`config.mk`:
```
export PLATFORM = sky130hd
export DESIGN_NAME = i2c_master_byte_engine_unit
export DESIGN_NICKNAME = d
export VERILOG_FILES = /design/src/design/i2c_mbe_pkg.sv /design/src/design/i2c_mbe_front.sv /design/src/design/i2c_mbe_jobq.sv /design/src/design/i2c_mbe_back.sv /design/src/design/i2c_master_byte_engine_unit.sv
export SDC_FILE = /design/constraint.sdc
export NUM_CORES = 1
export LEC_CHECK = 0
export BUFFER_PORTS_ARGS = -buffer_cell sky130_fd_sc_hd__buf_2
export CAP_MARGIN = 30
export CORE_ASPECT_RATIO = 1.2
export CORE_MARGIN = 1.5
export CORE_UTILIZATION = 44
export CTS_BUF_LIST = sky130_fd_sc_hd__clkbuf_8 sky130_fd_sc_hd__clkbuf_16
export DETAILED_ROUTE_END_ITERATION = 6
export GPL_TIMING_DRIVEN = 0
export PLACE_DENSITY = 0.67
export SLEW_MARGIN = 20
export SYNTH_ARGS = -nofsm -noshare
export SYNTH_HDL_FRONTEND = slang
export SYNTH_HIERARCHICAL = 1
export SYNTH_SLANG_ARGS = --single-unit
```
`constraint.sdc`:
```
create_clock -name clk -period 5.1 [get_ports clk]
set_input_delay 0.255 -clock clk [delete_from_list [all_inputs] [get_ports clk]]
set_output_delay 0.255 -clock clk [all_outputs]
set_load 0.02 [all_outputs]
```
`src/design/i2c_mbe_pkg.sv`:
```
// Shared types and codes for the I2C master byte engine.
package i2c_mbe_pkg;

	// Input command codes
	typedef enum logic [2:0] {
		CMD_START  = 3'd0,
		CMD_STOP   = 3'd1,
		CMD_WRITE  = 3'd2,
		CMD_READ   = 3'd3,
		CMD_SAMPLE = 3'd4
	} cmd_t;

	// Result status codes
	typedef enum logic [1:0] {
		ST_STEP  = 2'd0,
		ST_ACK   = 2'd1,
		ST_NOACK = 2'd2,
		ST_BYTE  = 2'd3
	} status_t;

	// Front-end bus mode
	typedef enum logic [1:0] {
		MODE_IDLE    = 2'd0,
		MODE_ACKWAIT = 2'd1,
		MODE_READ    = 2'd2
	} mode_t;

	// Pin sequences carried out by the back end
	typedef enum logic [2:0] {
		JOB_START    = 3'd0,
		JOB_STOP     = 3'd1,
		JOB_WRITE    = 3'd2,
		JOB_RD_BEGIN = 3'd3,
		JOB_RD_BIT   = 3'd4,
		JOB_RD_LAST  = 3'd5,
		JOB_ACK_LOW  = 3'd6
	} job_kind_t;

	localparam logic [7:0] ACK_TIMEOUT_RST = 8'd50;

	typedef struct packed {
		logic [2:0] command;
		logic [7:0] data_byte;
		logic       send_ack;
		logic       sda_level;
	} in_item_t;

	typedef struct packed {
		logic       scl_out;
		logic       sda_out;
		logic [1:0] status;
		logic [7:0] read_data;
		logic       last;
	} out_item_t;

	// One queued pin sequence
	typedef struct packed {
		job_kind_t kind;
		logic [7:0] data;
		logic       ack;
		status_t    status;
	} job_t;

endpackage

```
`src/design/i2c_mbe_front.sv`:
```
// Front end: accepts items, tracks bus mode, classifies items into pin jobs.
module i2c_mbe_front (
	input  logic                  clk,
	input  logic                  arst_n,
	input  logic                  push,
	output logic                  full,
	input  i2c_mbe_pkg::in_item_t in_item,
	input  logic                  cfg_wr_en,
	input  logic [7:0]            cfg_wr_data,
	input  logic                  jq_full,
	output logic                  job_valid,
	output i2c_mbe_pkg::job_t     job
);
	import i2c_mbe_pkg::*;

	mode_t      mode_q, mode_d;
	logic [7:0] timeout_q;
	logic [7:0] hc_q, hc_d, hc_inc;
	logic [2:0] bi_q, bi_d;
	logic [7:0] sh_q, sh_d, sh_new;
	logic       pa_q, pa_d;
	logic       accept;

	assign full   = jq_full;
	assign accept = push & ~jq_full;
	assign hc_inc = (hc_q == 8'hFF) ? hc_q : hc_q + 8'd1;
	assign sh_new = {sh_q[6:0], in_item.sda_level};

	// Timeout register
	always_ff @(posedge clk or negedge arst_n) begin
		if (!arst_n) begin
			timeout_q <= ACK_TIMEOUT_RST;
		end else if (cfg_wr_en) begin
			timeout_q <= cfg_wr_data;
		end
	end

	// Mode and per-transfer state
	always_ff @(posedge clk or negedge arst_n) begin
		if (!arst_n) begin
			mode_q <= MODE_IDLE;
			hc_q   <= '0;
			bi_q   <= '0;
			sh_q   <= '0;
			pa_q   <= 1'b0;
		end else begin
			mode_q <= mode_d;
			hc_q   <= hc_d;
			bi_q   <= bi_d;
			sh_q   <= sh_d;
			pa_q   <= pa_d;
		end
	end

	// Next state and job classification
	always_comb begin
		mode_d    = mode_q;
		hc_d      = hc_q;
		bi_d      = bi_q;
		sh_d      = sh_q;
		pa_d      = pa_q;
		job_valid = 1'b0;
		job       = '{kind: JOB_START, data: 8'd0, ack: 1'b0, status: ST_STEP};
		if (accept) begin
			if (in_item.command == CMD_SAMPLE) begin
				unique case (mode_q)
					MODE_ACKWAIT: begin
						if (!in_item.sda_level) begin
							job_valid  = 1'b1;
							job.kind   = JOB_ACK_LOW;
							job.status = ST_ACK;
							mode_d     = MODE_IDLE;
							hc_d       = '0;
						end else if (hc_inc > timeout_q) begin
							job_valid  = 1'b1;
							job.kind   = JOB_STOP;
							job.status = ST_NOACK;
							mode_d     = MODE_IDLE;
							hc_d       = '0;
						end else begin
							hc_d = hc_inc;
						end
					end
					MODE_READ: begin
						sh_d      = sh_new;
						job_valid = 1'b1;
						if (bi_q == 3'd7) begin
							job.kind   = JOB_RD_LAST;
							job.data   = sh_new;
							job.ack    = pa_q;
							job.status = ST_BYTE;
							mode_d     = MODE_IDLE;
							bi_d       = '0;
						end else begin
							job.kind = JOB_RD_BIT;
							bi_d     = bi_q + 3'd1;
						end
					end
					default: ;
				endcase
			end else if (mode_q == MODE_IDLE) begin
				unique case (in_item.command)
					CMD_START: begin
						job_valid = 1'b1;
						job.kind  = JOB_START;
					end
					CMD_STOP: begin
						job_valid = 1'b1;
						job.kind  = JOB_STOP;
					end
					CMD_WRITE: begin
						job_valid = 1'b1;
						job.kind  = JOB_WRITE;
						job.data  = in_item.data_byte;
						mode_d    = MODE_ACKWAIT;
						hc_d      = '0;
					end
					CMD_READ: begin
						job_valid = 1'b1;
						job.kind  = JOB_RD_BEGIN;
						mode_d    = MODE_READ;
						bi_d      = '0;
						sh_d      = '0;
						pa_d      = in_item.send_ack;
					end
					default: ;
				endcase
			end
		end
	end

endmodule

```
`src/design/i2c_mbe_jobq.sv`:
```
// Small job queue between the front end and the pin sequencer.
module i2c_mbe_jobq #(
	parameter int DEPTH = 4
) (
	input  logic              clk,
	input  logic              arst_n,
	input  logic              wr_en,
	input  i2c_mbe_pkg::job_t wr_job,
	output logic              full,
	input  logic              rd_en,
	output logic              rd_valid,
	output i2c_mbe_pkg::job_t rd_job
);
	import i2c_mbe_pkg::*;

	localparam int AW = (DEPTH > 1) ? $clog2(DEPTH) : 1;
	localparam int CW = $clog2(DEPTH + 1);
	localparam logic [AW-1:0] LAST_PTR = AW'(DEPTH - 1);

	job_t          slots_q [DEPTH];
	logic [AW-1:0] wr_ptr_q, rd_ptr_q;
	logic [CW-1:0] count_q;

	assign full     = (count_q == CW'(DEPTH));
	assign rd_valid = (count_q != '0);
	assign rd_job   = slots_q[rd_ptr_q];

	// Pointers and fill count
	always_ff @(posedge clk or negedge arst_n) begin
		if (!arst_n) begin
			wr_ptr_q <= '0;
			rd_ptr_q <= '0;
			count_q  <= '0;
		end else begin
			if (wr_en) begin
				wr_ptr_q <= (wr_ptr_q == LAST_PTR) ? '0 : wr_ptr_q + AW'(1);
			end
			if (rd_en) begin
				rd_ptr_q <= (rd_ptr_q == LAST_PTR) ? '0 : rd_ptr_q + AW'(1);
			end
			if (wr_en && !rd_en) begin
				count_q <= count_q + CW'(1);
			end else if (rd_en && !wr_en) begin
				count_q <= count_q - CW'(1);
			end
		end
	end

	// Slot storage
	always_ff @(posedge clk) begin
		if (wr_en) begin
			slots_q[wr_ptr_q] <= wr_job;
		end
	end

endmodule

```
`src/design/i2c_mbe_back.sv`:
```
// Back end: expands jobs into SCL/SDA pin steps, one step per cycle unless the result stalls.
module i2c_mbe_back (
	input  logic                   clk,
	input  logic                   arst_n,
	input  logic                   jq_valid,
	input  i2c_mbe_pkg::job_t      jq_job,
	output logic                   jq_pop,
	output logic                   empty,
	input  logic                   pop,
	output i2c_mbe_pkg::out_item_t result
);
	import i2c_mbe_pkg::*;

	job_t      job_q;
	logic      busy_q;
	logic [2:0] ph_q;
	logic [3:0] bits_q;
	logic      scl_q, sda_q;
	logic      out_valid_q;
	out_item_t out_q;

	logic      sets_sda, pin_val, step_last;
	logic      adv, load, shift_now;
	out_item_t step;

	assign adv       = busy_q & (~out_valid_q | pop);
	assign load      = jq_valid & (~busy_q | (adv & step_last));
	assign jq_pop    = load;
	assign shift_now = adv & ~step_last & (job_q.kind == JOB_WRITE) & ~bits_q[3] & (ph_q == 3'd2);
	assign empty     = ~out_valid_q;
	assign result    = out_q;

	// Pin step decode for the current job and phase
	always_comb begin
		sets_sda  = 1'b0;
		pin_val   = 1'b0;
		step_last = 1'b0;
		unique case (job_q.kind)
			JOB_START: begin
				case (ph_q)
					3'd0: begin sets_sda = 1'b1; pin_val = 1'b1; end
					3'd1: begin pin_val = 1'b1; end
					3'd2: begin sets_sda = 1'b1; end
					default: step_last = 1'b1;
				endcase
			end
			JOB_STOP: begin
				case (ph_q)
					3'd0: sets_sda = 1'b1;
					3'd1: pin_val = 1'b1;
					default: begin sets_sda = 1'b1; pin_val = 1'b1; step_last = 1'b1; end
				endcase
			end
			JOB_WRITE: begin
				if (!bits_q[3]) begin
					case (ph_q)
						3'd0: begin sets_sda = 1'b1; pin_val = job_q.data[7]; end
						3'd1: pin_val = 1'b1;
						default: ;
					endcase
				end else if (ph_q == 3'd0) begin
					sets_sda = 1'b1;
					pin_val  = 1'b1;
				end else begin
					pin_val   = 1'b1;
					step_last = 1'b1;
				end
			end
			JOB_RD_BEGIN: begin
				if (ph_q == 3'd0) begin
					sets_sda = 1'b1;
					pin_val  = 1'b1;
				end else begin
					pin_val   = 1'b1;
					step_last = 1'b1;
				end
			end
			JOB_RD_BIT: begin
				if (ph_q != 3'd0) begin
					pin_val   = 1'b1;
					step_last = 1'b1;
				end
			end
			JOB_RD_LAST: begin
				case (ph_q)
					3'd0, 3'd1: ;
					3'd2: begin sets_sda = 1'b1; pin_val = ~job_q.ack; end
					3'd3: pin_val = 1'b1;
					default: step_last = 1'b1;
				endcase
			end
			JOB_ACK_LOW: step_last = 1'b1;
			default: step_last = 1'b1;
		endcase
	end

	// Result item for this step
	always_comb begin
		step.scl_out   = sets_sda ? scl_q : pin_val;
		step.sda_out   = sets_sda ? pin_val : sda_q;
		step.status    = step_last ? job_q.status : ST_STEP;
		step.read_data = (step_last && job_q.kind == JOB_RD_LAST) ? job_q.data : 8'd0;
		step.last      = step_last;
	end

	// Sequencer control and pin levels
	always_ff @(posedge clk or negedge arst_n) begin
		if (!arst_n) begin
			busy_q      <= 1'b0;
			ph_q        <= '0;
			bits_q      <= '0;
			scl_q       <= 1'b1;
			sda_q       <= 1'b1;
			out_valid_q <= 1'b0;
		end else begin
			if (adv) begin
				if (sets_sda) begin
					sda_q <= pin_val;
				end else begin
					scl_q <= pin_val;
				end
				out_valid_q <= 1'b1;
			end else if (pop) begin
				out_valid_q <= 1'b0;
			end
			if (load) begin
				busy_q <= 1'b1;
				ph_q   <= '0;
				bits_q <= '0;
			end else if (adv && step_last) begin
				busy_q <= 1'b0;
			end else if (shift_now) begin
				ph_q   <= '0;
				bits_q <= bits_q + 4'd1;
			end else if (adv) begin
				ph_q <= ph_q + 3'd1;
			end
		end
	end

	// Job and output payload
	always_ff @(posedge clk) begin
		if (load) begin
			job_q <= jq_job;
		end else if (shift_now) begin
			job_q.data <= {job_q.data[6:0], 1'b0};
		end
		if (adv) begin
			out_q <= step;
		end
	end

endmodule

```
`src/design/i2c_master_byte_engine_unit.sv`:
```
// Top level of the I2C master byte engine.
//
//  Channel  | Handshake          | Payload
//  ---------+--------------------+-------------------------------
//  input    | push / full        | in_item (command, byte, ack, sda)
//  result   | empty / pop        | result (scl, sda, status, data, last)
//  config   | cfg_wr_en          | cfg_wr_data (ack timeout)
//
// The front end takes one item per cycle while the job queue has room;
// items that cause no pin step are accepted the same way.
// The pin sequencer emits one pin step per cycle while results are taken;
// a write byte is 26 steps, start 4, stop 3, a read sample 2 (the eighth 5).
// Reset sets the ack timeout to 50, both pins high, bus mode idle.
// A stalled result holds the sequencer; the front end keeps accepting
// until the job queue fills.
module i2c_master_byte_engine_unit #(
	parameter int JOBQ_DEPTH = 4
) (
	input  logic                   clk,
	input  logic                   arst_n,
	input  logic                   push,
	output logic                   full,
	input  i2c_mbe_pkg::in_item_t  in_item,
	output logic                   empty,
	input  logic                   pop,
	output i2c_mbe_pkg::out_item_t result,
	input  logic                   cfg_wr_en,
	input  logic [7:0]             cfg_wr_data
);
	import i2c_mbe_pkg::*;

	logic jq_full, jq_valid, jq_pop, job_valid;
	job_t job, jq_job;

	i2c_mbe_front u_front (
		.clk        (clk),
		.arst_n     (arst_n),
		.push       (push),
		.full       (full),
		.in_item    (in_item),
		.cfg_wr_en  (cfg_wr_en),
		.cfg_wr_data(cfg_wr_data),
		.jq_full    (jq_full),
		.job_valid  (job_valid),
		.job        (job)
	);

	i2c_mbe_jobq #(.DEPTH(JOBQ_DEPTH)) u_jobq (
		.clk     (clk),
		.arst_n  (arst_n),
		.wr_en   (job_valid),
		.wr_job  (job),
		.full    (jq_full),
		.rd_en   (jq_pop),
		.rd_valid(jq_valid),
		.rd_job  (jq_job)
	);

	i2c_mbe_back u_back (
		.clk     (clk),
		.arst_n  (arst_n),
		.jq_valid(jq_valid),
		.jq_job  (jq_job),
		.jq_pop  (jq_pop),
		.empty   (empty),
		.pop     (pop),
		.result  (result)
	);

endmodule

```
==> flow_summary.yaml <==
outcome:
  status: "complete, but fails checks"
  violations: "design-rule violations"
timing:
  relSlewSlack_pct: 50.4
  rsz0062_at_grt: "no"
  tns_ns: 0
  hold_violations: 0
  tightest_slew_ns: 0.744
  finalCritPeriodShare_pct: 90.7
  skew_ns: 0.0143
  hold_ws_ns: 0.0479
  setup_violations: 0
  drv_slew: 0
  timing.fmax_mhz: 216
  fin_crit_ns: 4.62
floorplanning:
  rows: 47
  die_area_um2: 15100
  die_y_um: 134
  fp.coreArea_um2: 13900
  die_x_um: 112
  start_util_pct: 45.3
  pin_count: 41
synthesis:
  synth.area.mux_share_pct: 8.60
  ys_ff_latch: 130
  synth_most_common_cell: "edfxtp_1"
  ys_types: 72
  synth_edf_count: 83
  ys_warn_count: 6
  synth_top_family_by_area: "simple AND/OR/NAND/NOR gates"
  synthAdderAreaFrac_pct: 5.47
  syn_nets: 535
  synth_ff_type: "edfxtp_1"
  synthCells: 482
  synth-seq-area-share_pct: 58.2
  synth_compound_area_share_pct: 10.8
  synth_top_area_cell: "edfxtp_1"
  synthArstFlopShare_pct: 36.2
  synth.top_cell.area_share_pct: 39.5
  synth_top_cells_by_area: "edfxtp_1, dfrtp_1, ha_1"
  syn_avg_cell_area_um2: 13.1
  yosys.area_share.xor_xnor_pct: 0.555
  synthTopCellsByCount: "edfxtp_1, nand2_1, dfrtp_1"
  synthSimpleGateAreaFrac_pct: 12.9
  synthesis.area_um2: 6310
critical_path:
  cp_data_required_time_ns: 5.43
  criticalPathCategory: "reg2reg"
  worstPathCellList: "ha_1 -> nand4_1 -> nor2_1 -> or3_1 -> a21boi_0 -> ha_1 -> nand4_1 -> nor2_1 -> a211o_1 -> clkbuf_1 -> and3_1 -> o21ai_1 -> ha_1 -> inv_1 -> fa_1 -> xor2_1 -> nor2_1 -> xor2_1"
  cp-end-kind: "flop"
  crit_path_start_kind: "flop"
  crit_family: "simple AND/OR/NAND/NOR gates"
  cp_num_buf_inv: 2
  worst-path-max-fanout: 10
  max_stage_delay_ns: 0.48
  cp_slowest_cell: "o21ai_1"
  worstPathArrival_ns: 4.95
grt:
  grt_pass1_vias: 3998
  grt_pass1_wl_mm: 19.4
  grt_start_max_net_pins: 32
  grt_antenna_before_repair: 0
  grt_usage_pct: 16.6
  overflow: 0
route:
  drc: 3
  drt_iter0_drc: 264
  drtPass1Iterations: 7
  post_drt_wl_per_cell_um: 15.8
  postRouteAntennaNets: 0
  viasPerCell: 5.46
  wl_mm: 11.5
  vias: 3962
final_layout:
  stdcell_area_um2: 7340
  final_util_pct: 52.7
  fillers: 1149
  drive_gt1_share_pct: 22.5
  diodes: 0
  fin_nets: 595
  syn_to_final_growth_pct: 16.2
placement:
  dp_hpwl_mm: 8.04
  placed_cell_area_um2: 6740
  gp_congestion: 0.882
  port_buffers: 39
power_and_ir_drop:
  combPwrFrac_pct: 31.4
  power.density_nw_per_um2: 543
  clock_power_share_pct: 29.7
  leakagePower_nw: 2.94
  p_switching_w: 0.00127
  peakVddDrop_mv: 0.300
  seqPwrFrac_pct: 38.9
  p_int_w: 0.00272
  switching_share_pct: 31.8
flow_run:
  maxCapViolCount: 0
clock_tree:
  clk_latency_ns: 0.42
  cts-buffers-inserted: 17
  root_buffer: "clkbuf_16"
  ctsLongestPathBuffers: 2
  numClockSinks: 130
  postCtsSetupRepairBufs: 0
  htree_levels: 4
  cts_tree: "yes"
  clk_pin_slew_ns: 0.06
min_path:
  hp-class: "in2reg"
logic make-up (layout without fill, tap and decap cells):
group,after synthesis,count (layout)
AO/OA/AOI/OAI,95,95
XOR/XNOR,4,4
adder cells (fa/ha/maj),27,27
buffers and inverters,43,116
flip-flops,130,130
multiplexers,30,30
AND/OR/NAND/NOR,153,153
state kept, by name, summed over array words and instances, names as in the netlist, 2 cells and up:
name	count
u_jobq/wr_ptr_q	2
u_jobq/count_q	3
u_back/job_q	14
u_front/sh_q	7
u_jobq/slots_q	56
u_back/ph_q	3
u_front/mode_q	2
u_front/hc_q	8
u_back/result	13
u_front/bi_q	3
u_back/bits_q	4
u_jobq/rd_ptr_q	2
u_front/timeout_q	8
layout by cell type (no fill, tap or decap), drive strengths merged, types with 15 or more instances in the layout:
| cell type | count |
|---|---|
| edfxtp | 83 |
| nand2 | 52 |
| buf | 50 |
| dfrtp | 42 |
| inv | 33 |
| o21ai | 33 |
| ha | 26 |
| nor2 | 23 |
| clkbuf | 22 |
| a21oi | 17 |
| and2 | 16 |
| mux2 | 15 |
per-stage QoR:
| stage | power, W | cells | setup slack [ns] |
|---|---|---|---|
| floorplan | 0.00252 | 482 | 1.11 |
| global placement | 0.00277 | 692 | 0.457 |
| detailed placement | 0.00283 | 693 | 0.299 |
| CTS | 0.00403 | 726 | 0.212 |
| global route | 0.00422 | 726 | 0.0473 |
| finish | 0.00399 | 726 | 0.475 |
worst min-delay path: stages:
cell and delay (ns):
buf_2 0.07, nand2_1 0.04, o21ai_0 0.06
final cells by class:
cell class	instances	area (µm²)	share of cell area [%]
sequential	130	3670	50.1
multi-input combinational	309	2420	33.0
clock buffer	17	425	5.80
timing repair buffer	41	225	3.07
tap	171	214	2.92
clock inverter	15	160	2.18
buffer	15	111	1.52
inverter	28	105	1.43
repair_timing:
item / 4_1_cts / 5_1_grt
endpoints found under the setup margin: 0 / 58
hold buffers: 1 / 0
hold endpoints to repair: 14 / 0
resized for setup: 0 / 1
worst paths after layout:
path                                       from              endpoint  slack [ns]  depth (start not counted)
worst max-delay path            u_front/hc_q[0]     u_jobq/count_q[2]        0.48                         18
worst min register to register  u_front/bi_q[1]       u_front/bi_q[1]        0.49                          2
worst max register to register  u_front/hc_q[0]     u_jobq/count_q[2]        0.48                         18
worst min-delay path             cfg_wr_data[6]  u_front/timeout_q[6]        0.05                          3
min in group asynchronous                arst_n    u_jobq/rd_ptr_q[0]        0.32                          2
max in group asynchronous                arst_n  u_front/timeout_q[4]        4.19                          3
layer usage:
metal  track usage (%)  share of wire (%)  vias to the layer above
met5                 0                  0                        -
met3              4.07                3.6                       21
met1              19.8                 44                     1930
met4              8.16                2.2                        0
li1                  -                  -                     1921
met2              28.1                 50                       90
power groups by stage:
stage	logic (W)	clock network [W]	registers, W
after floorplan	0.000948	0	0.00157
after global placement	0.00122	0	0.00156
after detailed placement	0.00125	0	0.00157
after CTS	0.00126	0.00122	0.00155
after global routing	0.00138	0.00126	0.00158
final	0.00125	0.00119	0.00155
Power figures use the tool's default switching activity.
